$ cat src/sv/spc_pkg.sv
// Types and constants of the script position classifier.
// Used by spc_classify, the top level and the testbench; depends on nothing.
`timescale 1ns / 1ps

package spc_pkg;

	localparam int MAX_CHARS = 32;
	localparam int IDX_W = (MAX_CHARS > 1) ? $clog2(MAX_CHARS) : 1;
	localparam int CNT_W = $clog2(MAX_CHARS + 1);

	localparam int BOX_W = 11;
	localparam int CLASS_W = 8;
	localparam int CFG_DATA_W = 8;
	localparam int CHAR_IDX_W = 6;
	localparam int IN_TDATA_W = 40;
	localparam int OUT_TDATA_W = 8;

	localparam logic [7:0] BASELINE_RESET = 8'd64;
	localparam logic signed [11:0] SCRIPT_OFFSET = 12'sd20;
	localparam logic signed [BOX_W-1:0] DROPCAP_BOTTOM = -11'sd128;
	localparam logic signed [BOX_W-1:0] BOX_MIN = {1'b1, {(BOX_W-1){1'b0}}};
	localparam logic signed [BOX_W-1:0] BOX_MAX = 11'sd1023;

	localparam logic REG_CAPS_ONLY = 1'b0;
	localparam logic REG_BASELINE = 1'b1;

	typedef enum logic [1:0] {
		POS_NORMAL  = 2'd0,
		POS_SUB     = 2'd1,
		POS_SUPER   = 2'd2,
		POS_DROPCAP = 2'd3
	} pos_t;

	typedef enum logic [1:0] {
		ST_IN,
		ST_UPD,
		ST_RD,
		ST_OUT
	} state_t;

	typedef struct packed {
		logic signed [BOX_W-1:0] top;
		logic signed [BOX_W-1:0] bottom;
	} box_t;

	typedef struct packed {
		logic [CLASS_W-1:0] min_top;
		logic [CLASS_W-1:0] bottom_limit;
	} class_rng_t;

	typedef struct packed {
		logic       caps_only;
		logic [7:0] baseline;
	} cfg_t;

endpackage

$ cat src/sv/spc_classify.sv
// Sorts one merged character box into normal, subscript, superscript or drop cap.
// Depends on spc_pkg.
`timescale 1ns / 1ps

module spc_classify (
	input  spc_pkg::box_t       box,
	input  spc_pkg::class_rng_t rng,
	input  spc_pkg::cfg_t       cfg,
	output spc_pkg::pos_t       pos
);
	import spc_pkg::*;

	logic signed [11:0] top_w;
	logic signed [11:0] bot_w;
	logic signed [11:0] min_top_w;
	logic signed [11:0] max_bot_w;
	logic signed [11:0] base_w;
	pos_t raw;

	assign top_w = {box.top[BOX_W-1], box.top};
	assign bot_w = {box.bottom[BOX_W-1], box.bottom};
	assign min_top_w = $signed({4'b0, rng.min_top});
	assign max_bot_w = $signed({4'b0, rng.bottom_limit});
	assign base_w = $signed({4'b0, cfg.baseline});

	// offsets moved to the box side so that nothing goes below the class range
	always_comb begin
		if (box.bottom <= DROPCAP_BOTTOM) begin
			raw = POS_DROPCAP;
		end else if ((top_w + SCRIPT_OFFSET < min_top_w) &&
				(bot_w + SCRIPT_OFFSET < base_w)) begin
			raw = POS_SUB;
		end else if (bot_w > max_bot_w + SCRIPT_OFFSET) begin
			raw = POS_SUPER;
		end else begin
			raw = POS_NORMAL;
		end
	end

	assign pos = (cfg.caps_only && raw != POS_DROPCAP) ? POS_NORMAL : raw;

endmodule

$ cat src/sv/script_position_classifier.sv
// Top level of the script position classifier: chunk merge, position store, word-end burst.
// Depends on spc_pkg and spc_classify.
//
// channel  | dir | handshake           | payload
// ---------+-----+---------------------+-------------------------------------------------
// s_*      | in  | s_tvalid / s_tready | tdata box and class range, tuser char end, tlast word end
// m_*      | out | m_tvalid / m_tready | tdata char index and position, tlast last of word
// cfg_*    | in  | cfg_valid/cfg_ready | cfg_index register, cfg_data value
//
// For each chunk, ST_IN takes the request and ST_UPD merges, classifies and writes the
// position memory. After a word end, each stored character is read from the position
// memory in ST_RD and presented in ST_OUT, where it waits out any output stall.
// Reset clears the counts, the merged box and the registers; the memory needs no clear.
// No chunk is taken while a word is being sent out.
`timescale 1ns / 1ps

module script_position_classifier (
	input  logic                               clk,
	input  logic                               arst_n,
	input  logic                               s_tvalid,
	output logic                               s_tready,
	// [10:0] chunk_top, [21:11] chunk_bottom, [29:22] class_min_top,
	// [37:30] class_max_bottom, [39:38] zero
	input  logic [spc_pkg::IN_TDATA_W-1:0]     s_tdata,
	// [0] char_end
	input  logic                               s_tuser,
	input  logic                               s_tlast,
	output logic                               m_tvalid,
	input  logic                               m_tready,
	// [5:0] char_index, [7:6] position
	output logic [spc_pkg::OUT_TDATA_W-1:0]    m_tdata,
	output logic                               m_tlast,
	input  logic                               cfg_valid,
	output logic                               cfg_ready,
	input  logic                               cfg_index,
	input  logic [spc_pkg::CFG_DATA_W-1:0]     cfg_data
);
	import spc_pkg::*;

	state_t state_q, state_d;

	cfg_t cfg_q;

	box_t       box_s1;
	class_rng_t rng_s1;
	logic       cend_s1;
	logic       wend_s1;

	box_t             merged_q;
	box_t             merged;
	logic [CNT_W-1:0] count_q;
	logic [CNT_W-1:0] sub_q;
	logic [CNT_W-1:0] super_q;
	logic [IDX_W-1:0] idx_q;

	logic [1:0] mem [MAX_CHARS];
	logic [1:0] rd_q;

	pos_t pos;
	logic close;
	logic room;
	logic in_acc;
	logic out_acc;
	logic last_w;
	logic revert;
	pos_t rd_pos;
	pos_t out_pos;

	assign cfg_ready = 1'b1;
	assign in_acc = s_tvalid && s_tready;
	assign out_acc = m_tvalid && m_tready;

	always_ff @(posedge clk or negedge arst_n) begin
		if (!arst_n) begin
			cfg_q.caps_only <= 1'b0;
			cfg_q.baseline <= BASELINE_RESET;
		end else if (cfg_valid && cfg_ready) begin
			case (cfg_index)
				REG_CAPS_ONLY: cfg_q.caps_only <= cfg_data[0];
				REG_BASELINE:  cfg_q.baseline <= cfg_data;
				default:       cfg_q <= cfg_q;
			endcase
		end
	end

	// hold the request for the update cycle
	always_ff @(posedge clk) begin
		if (in_acc) begin
			box_s1.top <= $signed(s_tdata[10:0]);
			box_s1.bottom <= $signed(s_tdata[21:11]);
			rng_s1.min_top <= s_tdata[29:22];
			rng_s1.bottom_limit <= s_tdata[37:30];
			cend_s1 <= s_tuser;
			wend_s1 <= s_tlast;
		end
	end

	always_comb begin
		merged.top = (box_s1.top > merged_q.top) ? box_s1.top : merged_q.top;
		merged.bottom = (box_s1.bottom < merged_q.bottom) ? box_s1.bottom : merged_q.bottom;
	end

	spc_classify u_classify (
		.box (merged),
		.rng (rng_s1),
		.cfg (cfg_q),
		.pos (pos)
	);

	assign close = cend_s1 || wend_s1;
	assign room = (count_q < CNT_W'(MAX_CHARS));

	always_ff @(posedge clk) begin
		if (state_q == ST_UPD && close && room) begin
			mem[count_q[IDX_W-1:0]] <= pos;
		end
		rd_q <= mem[idx_q];
	end

	assign last_w = ((CNT_W'(idx_q) + CNT_W'(1)) == count_q);

	always_ff @(posedge clk or negedge arst_n) begin
		if (!arst_n) begin
			merged_q.top <= BOX_MIN;
			merged_q.bottom <= BOX_MAX;
			count_q <= '0;
			sub_q <= '0;
			super_q <= '0;
			idx_q <= '0;
		end else begin
			if (state_q == ST_UPD) begin
				if (close) begin
					merged_q.top <= BOX_MIN;
					merged_q.bottom <= BOX_MAX;
					if (room) begin
						count_q <= count_q + CNT_W'(1);
						if (pos == POS_SUB) begin
							sub_q <= sub_q + CNT_W'(1);
						end
						if (pos == POS_SUPER) begin
							super_q <= super_q + CNT_W'(1);
						end
					end
				end else begin
					merged_q <= merged;
				end
			end
			if (out_acc) begin
				if (last_w) begin
					count_q <= '0;
					sub_q <= '0;
					super_q <= '0;
					idx_q <= '0;
				end else begin
					idx_q <= idx_q + IDX_W'(1);
				end
			end
		end
	end

	always_comb begin
		state_d = state_q;
		case (state_q)
			ST_IN:   if (in_acc) state_d = ST_UPD;
			ST_UPD:  state_d = wend_s1 ? ST_RD : ST_IN;
			ST_RD:   state_d = ST_OUT;
			ST_OUT:  if (out_acc) state_d = last_w ? ST_IN : ST_RD;
			default: state_d = ST_IN;
		endcase
	end

	always_ff @(posedge clk or negedge arst_n) begin
		if (!arst_n) begin
			state_q <= ST_IN;
		end else begin
			state_q <= state_d;
		end
	end

	always_comb begin
		s_tready = 1'b0;
		m_tvalid = 1'b0;
		case (state_q)
			ST_IN:   s_tready = 1'b1;
			ST_OUT:  m_tvalid = 1'b1;
			default: begin
				s_tready = 1'b0;
				m_tvalid = 1'b0;
			end
		endcase
	end

	// drop sub and super when either of them makes up more than three quarters of the word
	assign revert = ({(CNT_W+2)'(sub_q)} << 2) > ((CNT_W+2)'(count_q) * (CNT_W+2)'(3)) ||
			({(CNT_W+2)'(super_q)} << 2) > ((CNT_W+2)'(count_q) * (CNT_W+2)'(3));
	assign rd_pos = pos_t'(rd_q);
	assign out_pos = (revert && (rd_pos == POS_SUB || rd_pos == POS_SUPER)) ? POS_NORMAL
			: rd_pos;

	assign m_tdata = {out_pos, CHAR_IDX_W'(idx_q)};
	assign m_tlast = last_w;

endmodule

$ cat config.mk
export PLATFORM = sky130hd
export DESIGN_NAME = script_position_classifier
export DESIGN_NICKNAME = d
export VERILOG_FILES = /design/src/sv/spc_pkg.sv /design/src/sv/spc_classify.sv /design/src/sv/script_position_classifier.sv
export SDC_FILE = /design/constraint.sdc
export NUM_CORES = 1
export LEC_CHECK = 0
export ABC_CLOCK_PERIOD_IN_PS = 9200
export BUFFER_PORTS_ARGS = -buffer_cell sky130_fd_sc_hd__buf_4
export CORE_MARGIN = 2
export CORE_UTILIZATION = 61
export DETAILED_ROUTE_END_ITERATION = 10
export PLACE_DENSITY = 0.89
export SLEW_MARGIN = 20
export SYNTH_ARGS = -nofsm -noshare
export SYNTH_HDL_FRONTEND = slang
export SYNTH_SLANG_ARGS = --single-unit
export TNS_END_PERCENT = 5
$ cat constraint.sdc
create_clock -name clk -period 9.2 [get_ports clk]
set_input_delay 0.46 -clock clk [delete_from_list [all_inputs] [get_ports clk]]
set_output_delay 0.46 -clock clk [all_outputs]
set_load 0.03 [all_outputs]
==> results.json, run 1 <==
{
  "fmax_ghz": 0.1446,
  "hold_buffers": 0,
  "h-tree-depth": 4,
  "cp_max_fo": 32,
  "rows": 44,
  "antenna_found_initial": 0,
  "syn-cell-area_um2": 9121,
  "r2r_slack_ns": 2.28,
  "cap_violations": 0,
  "first_pass_iters": 5,
  "synth.most_common_cell": "edfxtp_1",
  "hold_class": "in2async",
  "syn-num-nets": 925,
  "setup_viol": 0,
  "vias_per_cell": 6.186,
  "timing.final.crit_period_ns": 6.916,
  "start_util": 0.6252,
  "io_buffers": 63,
  "syn_inst": 792,
  "start_kind": "flop",
  "skew_ns": 0.01107,
  "yosys_most_used_dff": "edfxtp_1",
  "slew_headroom": 0.3565,
  "ys_warn_count": 0,
  "gp_congestion": 0.8893,
  "p_leak_nw": 4.110,
  "avgSynthCellArea_um2": 11.52,
  "synth_common_cells": "104 x edfxtp_1, 77 x nor2_1, 76 x ha_1",
  "slew_violations": 0,
  "power_density_nw_per_um2": 174.0,
  "worst_r2r_endpoint": "mem[24][1]$_DFFE_PP_",
  "clock_sinks": 162,
  "drtAntennaViolNets": 0,
  "r2r_start": "merged_q[21]$_DFFE_PN1N_",
  "num-fill-cells": 970,
  "rsz0062_at_grt": "false",
  "worst-slew-pin-transition_ns": 0.9630,
  "critPathCaptureType": "flop",
  "grt_pass1_vias": 6718,
  "yosys.area.top_type": "edfxtp_1",
  "worstRegToRegCells": 23,
  "fin_cells": 1053,
  "netlist_top_cells_area": "edfxtp_1 34%, dfrtp_1 12%, ha_1 10%, mux4_2 4.9%, dfstp_2 3.5%",
  "die_w_um": 126.3,
  "io_pins": 68,
  "synth_top_area_frac": 0.3424,
  "multiInputGateArea_um2": 4193,
  "grt_first_pass_wirelength_um": 32780,
  "ys_ff_latch": 162,
  "clkLatencyLatePin_ns": 0.44,
  "routed_wl_um": 19400,
  "synth_edf_count": 104,
  "tns_ns": 0,
  "worstPathRequired_ns": 9.15,
  "cts_buffer_depth": 2,
  "ctsResizeCount": 0,
  "placed_cells": 1021,
  "n_antenna_cell": 0,
  "grt_usage": 0.2593,
  "drive_gt1_frac": 0.1910,
  "drtIter0Drc": 667,
  "wl_per_cell_um": 18.43,
  "hold_viol_final": 0,
  "ir_worst_vdd_uv": 144.7,
  "hpwl_um": 13530,
  "critPathArrivalTime_ns": 6.86,
  "cts_buffers": 17,
  "core_um2": 14590,
  "drc": 0,
  "area_growth_pct": 13.39,
  "clk_pin_slew_worst_paths_ns": 0.07,
  "clockRootBuffer": "clkbuf_16",
  "post_cts_buffers": 0,
  "ff_latch_area_um2": 4579,
  "crit_type": "reg2reg",
  "grt_max_degree": 57,
  "fp.dieH_um": 126.3,
  "die-area_um2": 15950,
  "synth.distinct_cells": 74,
  "overflow": 0,
  "seq_area_frac_synth": 0.5021,
  "vias": 6514,
  "cts_tree": "yes",
  "outcome": "completed",
  "async_flop_share": 0.3457,
  "final.period_utilization": 0.7517,
  "nNetsFinal": 989
}
[power by group]
group	total (mW)	internal, mW	leakage, nW	switching, mW
combinational	0.248	0.132	2.25	0.115
clock	0.714	0.369	0.291	0.345
sequential	0.838	0.793	1.57	0.0452
[cell type report]
cell class              count  area share
inverters                  63     0.02286
well taps                 184     0.02226
repair buffers             67     0.04863
clock inverters            15     0.01694
clock buffers              17     0.04113
multi-input cells         545      0.4054
flip-flops and latches    162      0.4428
[routing by layer]
metal | track usage | vias up | part of all wire
met5 | 0 | - | 0
met4 | 0.09825 | 0 | 0.022
met3 | 0.06839 | 35 | 0.066
met2 | 0.4162 | 260 | 0.49
met1 | 0.3418 | 3146 | 0.42
li1 | - | 3073 | -
[sequential cells by signal, summed over array words and instances (netlist names), 2 cells and up]
| register | cells |
|---|---|
| merged_q | 22 |
| state_q | 2 |
| idx_q | 5 |
| sub_q | 6 |
| super_q | 6 |
| rng_s1 | 16 |
| box_s1 | 22 |
| count_q | 6 |
| mem | 64 |
| cfg_q | 9 |
| rd_pos | 2 |
[layout by cell type (no fill, tap or decap), drive strengths merged, types with 16 or more instances in the layout]
master and instances:
nor2 78, inv 72, a21oi 56, o21ai 36, clkbuf 17, mux4 20
buf 67, nand3 17, ha 76, nand2 44, dfrtp 44, edfxtp 104
mux2 16
[kinds of logic (layout without fill, tap and decap cells)]
group / after synthesis / count (layout) / synth area share
other cells: 2 / 2 / 0.0008234
compound gates: 180 / 180 / 0.1325
fa+ha+maj: 77 / 77 / 0.1064
buf+inv: 85 / 162 / 0.03841
simple gates: 212 / 212 / 0.1121
mux: 48 / 48 / 0.08272
flops: 162 / 162 / 0.5021
xor+xnor: 26 / 26 / 0.02497
[critical path, cell delays in order (launching register included)]
cell,delay [ns]
dfstp_2,0.53
inv_1,0.06
ha_1,0.46
nand4_4,0.17
a211oi_4,0.28
nor2_2,0.12
a31oi_2,0.62
nor2_1,0.08
a21oi_1,0.29
inv_1,0.08
ha_1,0.27
o21ai_0,0.22
xnor2_1,0.14
nand2_1,0.06
o21ai_0,0.10
ha_1,0.27
a21o_1,0.18
a2111o_1,0.44
a311oi_1,0.22
a211oi_1,0.12
o41ai_1,0.54
o211ai_2,0.41
nand2_1,0.17
nand2_1,0.57
[metrics by stage]
step	cell area (µm²)	util	worst slack (ns)	power [mW]	hold slack, ns
floorplan	9121	-	2.420	1.015	0.1644
global placement	9742	0.6678	2.523	1.091	0.4896
detailed placement	9742	0.6678	2.380	1.100	0.4958
CTS	10340	0.7089	2.297	1.808	0.1102
global route	10340	0.7089	1.611	1.862	0.1378
finish	10340	0.7089	2.284	1.800	0.08755
[worst max-delay path by stage]
stage / startpoint / endpoint / slack, ns / depth (start not counted)
after detailed placement: merged_q[21]$_DFFE_PN1N_ / mem[26][1]$_DFFE_PP_ / 2.38 / 23
after floorplan: merged_q[21]$_DFFE_PN1N_ / mem[0][0]$_DFFE_PP_ / 2.42 / 26
after global routing: merged_q[21]$_DFFE_PN1N_ / mem[0][1]$_DFFE_PP_ / 1.61 / 23
after global placement: merged_q[21]$_DFFE_PN1N_ / mem[10][1]$_DFFE_PP_ / 2.52 / 23
after CTS: merged_q[21]$_DFFE_PN1N_ / mem[0][1]$_DFFE_PP_ / 2.30 / 23
final: merged_q[21]$_DFFE_PN1N_ / mem[24][1]$_DFFE_PP_ / 2.28 / 23
(Power assumes the default switching activity.)
==> run 2, diff against run 1 <==
- ABC_AREA: not set -> 1
- ABC_CLOCK_PERIOD_IN_PS: 9200 -> 5600
- CORE_UTILIZATION: 61 -> 55
- PLACE_DENSITY: 0.89 -> 0.85
- clock period: 9.2 -> 5.6 ns (I/O delays scaled with it)
==> run 2 against run 1 <==
  * Utilization shrank 6.1 points
  * Routed wire length is 3.3% higher
  * Clock-buffer cell count increased by 7
  * Final cell count up 21%
  * Total power grew to 3.2 times the previous value
  * Register-to-register slack got worse by 1.2 ns
  * Global-route usage decreased by 2.5 points
  * Sequential share of layout area fell by 0.075 points
  * Synthesized cell count is 22% higher
  * Die area is 10% higher
==> results.json, run 2 <==
{
  "first_pass_iters": 5,
  "final_util": 0.6475,
  "tns_ns": 0,
  "cts_tree": "yes",
  "cp_max_fo": 32,
  "hold_slack_ns": 0.01895,
  "worstHoldStart": "s_tdata[2]",
  "final_area_um2": 10360,
  "hold_viol_final": 0,
  "syn-cell-area_um2": 9071,
  "die_w_um": 132.4,
  "clk_pin_slew_worst_paths_ns": 0.07,
  "hold_buffers": 1,
  "drtAntennaViolNets": 0,
  "outcome": "completed",
  "placed_cells": 1237,
  "grt_usage": 0.2339,
  "die-area_um2": 17540,
  "nNetsFinal": 1175,
  "yosys_most_used_dff": "edfxtp_1",
  "critPathCaptureType": "flop",
  "clockRootBuffer": "clkbuf_16",
  "grt_first_pass_wirelength_um": 32860,
  "whs_path_depth": 1,
  "fmax_ghz": 0.2194,
  "wl_per_cell_um": 15.76,
  "io_pins": 68,
  "cts_buffers": 17,
  "yosys.area.top_type": "edfxtp_1",
  "grt_max_degree": 57,
  "netlist_top_cells_area": "edfxtp_1 34%, dfrtp_1 12%, ha_1 10%, nand2_1 6.3%, inv_1 5.7%",
  "start_util": 0.5669,
  "crit_type": "reg2reg",
  "worst-slew-pin-transition_ns": 0.7898,
  "fp.dieH_um": 132.4,
  "final.period_utilization": 0.8140,
  "timing.final.crit_period_ns": 4.558,
  "final_cell_mix": "153 x nand2_1, 137 x inv_1, 119 x nor2_1",
  "seq_area_frac_synth": 0.5048,
  "drive_gt1_frac": 0.1488,
  "start_kind": "flop",
  "p_leak_nw": 4.648,
  "gp_congestion": 0.8831,
  "synth.most_common_cell": "nand2_1",
  "placed_area_um2": 9773,
  "hpwl_um": 13170,
  "mostFrequentLayoutCell": "nand2_1",
  "vias_per_cell": 5.596,
  "power_density_nw_per_um2": 551.4,
  "post_cts_buffers": 0,
  "ys_warn_count": 0,
  "rsz0062_at_grt": "false",
  "skew_ns": 0.01060,
  "hold_class": "in2reg",
  "drtIter0Drc": 469,
  "synth_top_area_frac": 0.3443,
  "drc": 0,
  "fin_cells": 1271,
  "synth_edf_count": 104,
  "syn_inst": 970,
  "routed_wl_um": 20040,
  "clkLatencyLatePin_ns": 0.43,
  "cap_violations": 0,
  "worstRegToRegCells": 27,
  "overflow": 0,
  "area_growth_pct": 14.21,
  "core_um2": 16000,
  "r2r_slack_ns": 1.04,
  "critPathArrivalTime_ns": 4.70,
  "min_to": "box_s1[13]$_DFFE_PP_",
  "ctsResizeCount": 0,
  "worst_r2r_endpoint": "mem[23][1]$_DFFE_PP_",
  "h-tree-depth": 4,
  "async_flop_share": 0.3457,
  "synth_common_cells": "153 x nand2_1, 137 x inv_1, 120 x nor2_1",
  "slew_headroom": 0.4722,
  "r2r_start": "merged_q[21]$_DFFE_PN1N_",
  "n_antenna_cell": 0,
  "setup_viol": 0,
  "vias": 7113,
  "ir_worst_vdd_uv": 394.8,
  "syn-num-nets": 1103,
  "io_buffers": 63,
  "rows": 46,
  "synth.distinct_cells": 46,
  "clock_sinks": 162,
  "antenna_found_initial": 0,
  "avgSynthCellArea_um2": 9.352,
  "worstPathRequired_ns": 5.74,
  "grt_pass1_vias": 7018,
  "ys_ff_latch": 162,
  "slew_violations": 0,
  "largest_register_ffs": 64,
  "cts_buffer_depth": 2
}
==> run 2: changes by cell type after synthesis, sizes merged, moves of 24 or more <==
cell,previous run,this run
nand2,44,177
inv,63,139
nor2,78,128
o21ai,36,68
nand3,17,48
o22ai,4,28
==> run 2: report_power, final <==
group,leakage (nW),switching (mW),internal [mW]
combinational,2.74,1.83,0.960
clock,0.265,0.473,0.636
sequential,1.64,0.175,1.64
==> run 2: routing by layer <==
| metal | vias up | share of wire | track usage |
|---|---|---|---|
| met1 | 3358 | 0.41 | 0.2865 |
| met4 | 0 | 0.031 | 0.1027 |
| met3 | 54 | 0.067 | 0.05211 |
| met5 | - | 0 | 0 |
| met2 | 271 | 0.49 | 0.3981 |
| li1 | 3430 | - | - |
==> run 2: worst max-delay path by stage <==
stage                                         from                   end  slack (ns)  cells after the start
after floorplan            merged_q[6]$_DFFE_PN1N_   mem[0][1]$_DFFE_PP_        1.58                     28
after global placement    merged_q[21]$_DFFE_PN1N_   mem[7][1]$_DFFE_PP_        1.28                     26
after detailed placement  merged_q[21]$_DFFE_PN1N_   mem[2][1]$_DFFE_PP_        1.17                     27
after CTS                 merged_q[21]$_DFFE_PN1N_  mem[28][1]$_DFFE_PP_        1.10                     26
after global routing      merged_q[21]$_DFFE_PN1N_  mem[28][1]$_DFFE_PP_        0.73                     27
final                     merged_q[21]$_DFFE_PN1N_  mem[23][1]$_DFFE_PP_        1.04                     27
==> run 2: final cells by class <==
cell class	instances	area, µm²
Multi-Input combinational cell	649	3876
Sequential cell	162	4579
Tap cell	216	270.3
Timing Repair Buffer	71	555.5
Inverter	141	529.3
Clock inverter	8	77.57
Clock buffer	24	471.7
Fill cell	1304	5640
==> run 2: critical path, stage by stage (launching register included) <==
cell and delay [ns]:
dfstp_2 0.55, inv_1 0.04, ha_1 0.33, nand2_1 0.11, inv_2 0.05, a21oi_1 0.28, nand3_2 0.11, nand2_1 0.08
nand3_2 0.28, nand2_1 0.17, nand2_2 0.08, ha_1 0.24, o21ai_0 0.21, nand2_1 0.07, o21ai_0 0.07, inv_1 0.06
ha_1 0.27, inv_1 0.08, nor3_1 0.06, a211oi_1 0.23, nand3_1 0.13, nor2_1 0.10, nand2_1 0.07, nand2_2 0.10
nand2_2 0.07, nand2_4 0.10, nand2_1 0.06, buf_4 0.23
==> run 2: cells by family after synthesis <==
family | after synthesis | synth area share
xor+xnor | 20 | 0.01931
flops | 162 | 0.5048
fa+ha+maj | 77 | 0.1070
compound gates | 173 | 0.1132
buf+inv | 159 | 0.06869
simple gates | 377 | 0.1861
other cells | 2 | 0.0008279
==> run 2: metrics by stage <==
| step | total power, mW | setup slack [ns] |
|---|---|---|
| after floorplan | 3.818 | 1.579 |
| after global placement | 4.401 | 1.277 |
| after detailed placement | 4.514 | 1.166 |
| after CTS | 5.681 | 1.103 |
| after global routing | 6.117 | 0.7320 |
| final | 5.713 | 1.042 |
